--- config.mk ---
export PLATFORM = sky130hd
export DESIGN_NAME = vwd_ram
export DESIGN_NICKNAME = d
export VERILOG_FILES = /design/src/hw/rtl/vwd_ram.sv
export SDC_FILE = /design/constraint.sdc
export NUM_CORES = 1
export LEC_CHECK = 0
export BUFFER_PORTS_ARGS = -buffer_cell sky130_fd_sc_hd__buf_2
export CAP_MARGIN = 20
export CORE_MARGIN = 3
export CORE_UTILIZATION = 60
export DETAILED_ROUTE_END_ITERATION = 8
export PLACE_DENSITY_LB_ADDON = 0.3
export SKIP_CTS_REPAIR_TIMING = 1
export SYNTH_ARGS = -nofsm -noshare
export SYNTH_HDL_FRONTEND = slang
export SYNTH_SLANG_ARGS = --single-unit
--- constraint.sdc ---
create_clock -name i_clk -period 1.8 [get_ports i_clk]
set_input_delay 0.18 -clock i_clk [delete_from_list [all_inputs] [get_ports i_clk]]
set_output_delay 0.18 -clock i_clk [all_outputs]
set_load 0.02 [all_outputs]
--- src/hw/rtl/vwd_ram.sv ---
`timescale 1ns / 1ps
module vwd_ram #(
    parameter int Width = 8,
    parameter int Depth = 16
) (
    input  logic                     i_clk,
    input  logic                     i_we,
    input  logic [$clog2(Depth)-1:0] i_waddr,
    input  logic [Width-1:0]         i_wdata,
    input  logic [$clog2(Depth)-1:0] i_raddr,
    output logic [Width-1:0]         o_rdata
);
    logic [Width-1:0] r_mem [Depth];
    always_ff @(posedge i_clk) begin
        if (i_we) begin
            r_mem[i_waddr] <= i_wdata;
        end
        o_rdata <= r_mem[i_raddr];
    end
endmodule

==> results_dict.tcl <==
set metrics [dict create \
    die_w_um 98.6 \
    syn_nets 247 \
    placementRows 33 \
    rsz0062_at_grt "no" \
    post-route-drc-count 0 \
    hpwl_mm 6.05 \
    io_pins 26 \
    required_ns 2.20 \
    wl_per_cell_um 26.1 \
    ys_seq_elements 136 \
    final_cell_mix "edfxtp_1 (128), buf_2 (25), buf_4 (20)" \
    synth_flop_cell "edfxtp_1" \
    tritoncts "done" \
    p_leak_nw 2.08 \
    grt_pass1_vias 2661 \
    core_area_um2 8260 \
    grt-ovfl-total 0 \
    cts_made_buffers 17 \
    hold_start "i_wdata[1]" \
    area_growth_pct 18.0 \
    synth_area_leaders "edfxtp_1 (75%), mux4_2 (7.9%), mux4_1 (7.1%)" \
    ys_types 19 \
    htreeDepth 4 \
    yosys.area.top_type "edfxtp_1" \
    synthCells 229 \
    grt_start_max_net_pins 33 \
    max_freq_mhz 736 \
    whs_ns 0.0438 \
    clk_latency_ns 0.53 \
    syn_area_um2 5150 \
    holdPathStages 1 \
    power_switching_mw 1.54 \
    synth.yosys.seq_area_share 0.778 \
    status "completed" \
    seq_power_share 0.495 \
    antenna_found_initial 0 \
    maxCapViolations 0 \
    internal-power_mw 5.66 \
    netlist.area_leader.share 0.747 \
    track_usage 0.236 \
    r2r-end "o_rdata[4]$_DFF_P_" \
    finClkSkew_ns 0.0118 \
    wl_met3_um 886 \
    antenna_left 0 \
    cts_buffer_depth 2 \
    fin_crit_ns 1.36 \
    vias_per_cell 6.51 \
    routed.top_layer "met4" \
    hold_violations 0 \
    gp_congestion 0.778 \
    yosysWarnings 0 \
    cp.arrival_ns 1.76 \
    finalSetupTns_ns 0 \
    switching_share 0.214 \
    r2r_cells 3 \
    routed-via-count 2625 \
    fin_crit_sh 0.755 \
    drt_first_iter_violations 333 \
    worstSetupPathType "flip-flop to flip-flop" \
    r2r_setup_slack_ns 0.44 \
    finalSetupViolCount 0 \
    grt_pass1_wl_mm 16.2 \
    num_antenna_cells 0 \
    cts_root_buffer "clkbuf_8" \
    nets 303 \
    slew_headroom 0.696 \
    powerDensity_nw_per_um2 1180 \
    syn_area_per_cell_um2 22.5 \
    n_fill_cell 458 \
    cp_max_fo 1 \
    met2RoutedLength_mm 5.07 \
    clk_pin_slew_ns 0.07 \
    numPortBuffers 25 \
    clkPwrFrac 0.455 \
    firstDrtPassIters 5 \
    worstHoldPathType "primary input to flip-flop" \
    synth_edf_count 128 \
    r2r_start "r_mem[9][4]$_DFFE_PP_" \
    start_util 0.623 \
    power_frac_comb 0.050 \
    drive_above_1_share 0.322 \
    dieHeight_um 98.6 \
    m1WireLength_mm 4.27 \
    tightest_slew_ns 0.456 \
    layout_commonest_cell "edfxtp_1" \
    worstSetupStartpointType "flip-flop" \
    dieArea_um2 9730 \
    endpoint_kind "flip-flop" \
    irDropWorstVdd_mv 0.770 \
    ys_async_sr_fraction 0 \
    drt_wl_total_mm 10.5 \
    slew_viol_final 0 \
    min_to "r_mem[11][1]$_DFFE_PP_" \
    cts_sinks 136 \
]
-- flip-flops by register name, summed over array words and instances (netlist names) --
| name | flops |
|---|---|
| o_rdata | 8 |
| r_mem | 128 |
-- synthesized netlist by cell type (all sizes together), types with 2 or more instances --
| library cell | number |
|---|---|
| nand2b | 2 |
| clkdlybuf4s25 | 3 |
| nand2 | 9 |
| nor3 | 4 |
| dfxtp | 8 |
| edfxtp | 128 |
| mux4 | 32 |
| nand3b | 2 |
| buf | 7 |
| a22oi | 16 |
| nor2 | 13 |
-- routing by layer --
layer  vias up  GRT usage
met3        23     0.0517
met5         -          0
met1      1334      0.347
met2       178      0.346
li1       1090          -
met4         0      0.109
-- area by class of cell --
class                           instances  area, µm²  area share
Sequential cell                       136       4000       0.659
Multi-Input combinational cell         83       1060       0.174
Clock buffer                           18        418      0.0688
Timing Repair Buffer                   47        315      0.0519
Clock inverter                         14        150      0.0247
Tap cell                              105        131      0.0216
-- power groups by stage --
stage,clock network [mW],logic [mW],registers (mW)
2_1_floorplan,0,0.180,3.65
3_3_place_gp,0,0.345,3.62
3_5_place_dp,0,0.353,3.63
4_1_cts,3.31,0.358,3.56
5_1_grt,3.44,0.384,3.57
6_report,3.28,0.357,3.56
-- cells by family (layout without fill, tap and decap cells) --
| logic type | after synthesis | after routing | synth area share |
|---|---|---|---|
| multiplexers | 32 | 32 | 0.150 |
| buffers and inverters | 10 | 79 | 0.0168 |
| AO/OA/AOI/OAI | 16 | 16 | 0.0233 |
| flip-flops | 136 | 136 | 0.778 |
| AND/OR/NAND/NOR | 35 | 35 | 0.0318 |
-- how the worst max path moves through the flow --
stage,from,slack [ns],to,cells after the start
after floorplan,i_waddr[2],0.13,r_mem[0][0]$_DFFE_PP_,2
after global placement,i_raddr[0],0.21,o_rdata[1]$_DFF_P_,5
after detailed placement,i_raddr[0],0.19,o_rdata[1]$_DFF_P_,5
after CTS,r_mem[9][4]$_DFFE_PP_,0.44,o_rdata[4]$_DFF_P_,3
after global routing,r_mem[9][4]$_DFFE_PP_,0.39,o_rdata[4]$_DFF_P_,3
final,r_mem[9][4]$_DFFE_PP_,0.44,o_rdata[4]$_DFF_P_,3
-- per-stage QoR --
step | util | power (mW) | setup slack, ns | instance area [µm²] | cells
finish | 0.736 | 7.20 | 0.441 | 6080 | 403
global route | 0.736 | 7.40 | 0.389 | 6080 | 403
CTS | 0.736 | 7.23 | 0.441 | 6080 | 403
detailed placement | 0.667 | 3.98 | 0.192 | 5510 | 371
global placement | 0.667 | 3.97 | 0.213 | 5510 | 371
floorplan | - | 3.83 | 0.127 | 5150 | 229
-- worst max-delay path: stages, from the launching register on --
cell	delay, ns
edfxtp_1	0.38
mux4_1	0.56
a22oi_1	0.22
nand2_1	0.08
Note: power is estimated with default switching activity, not from simulation.
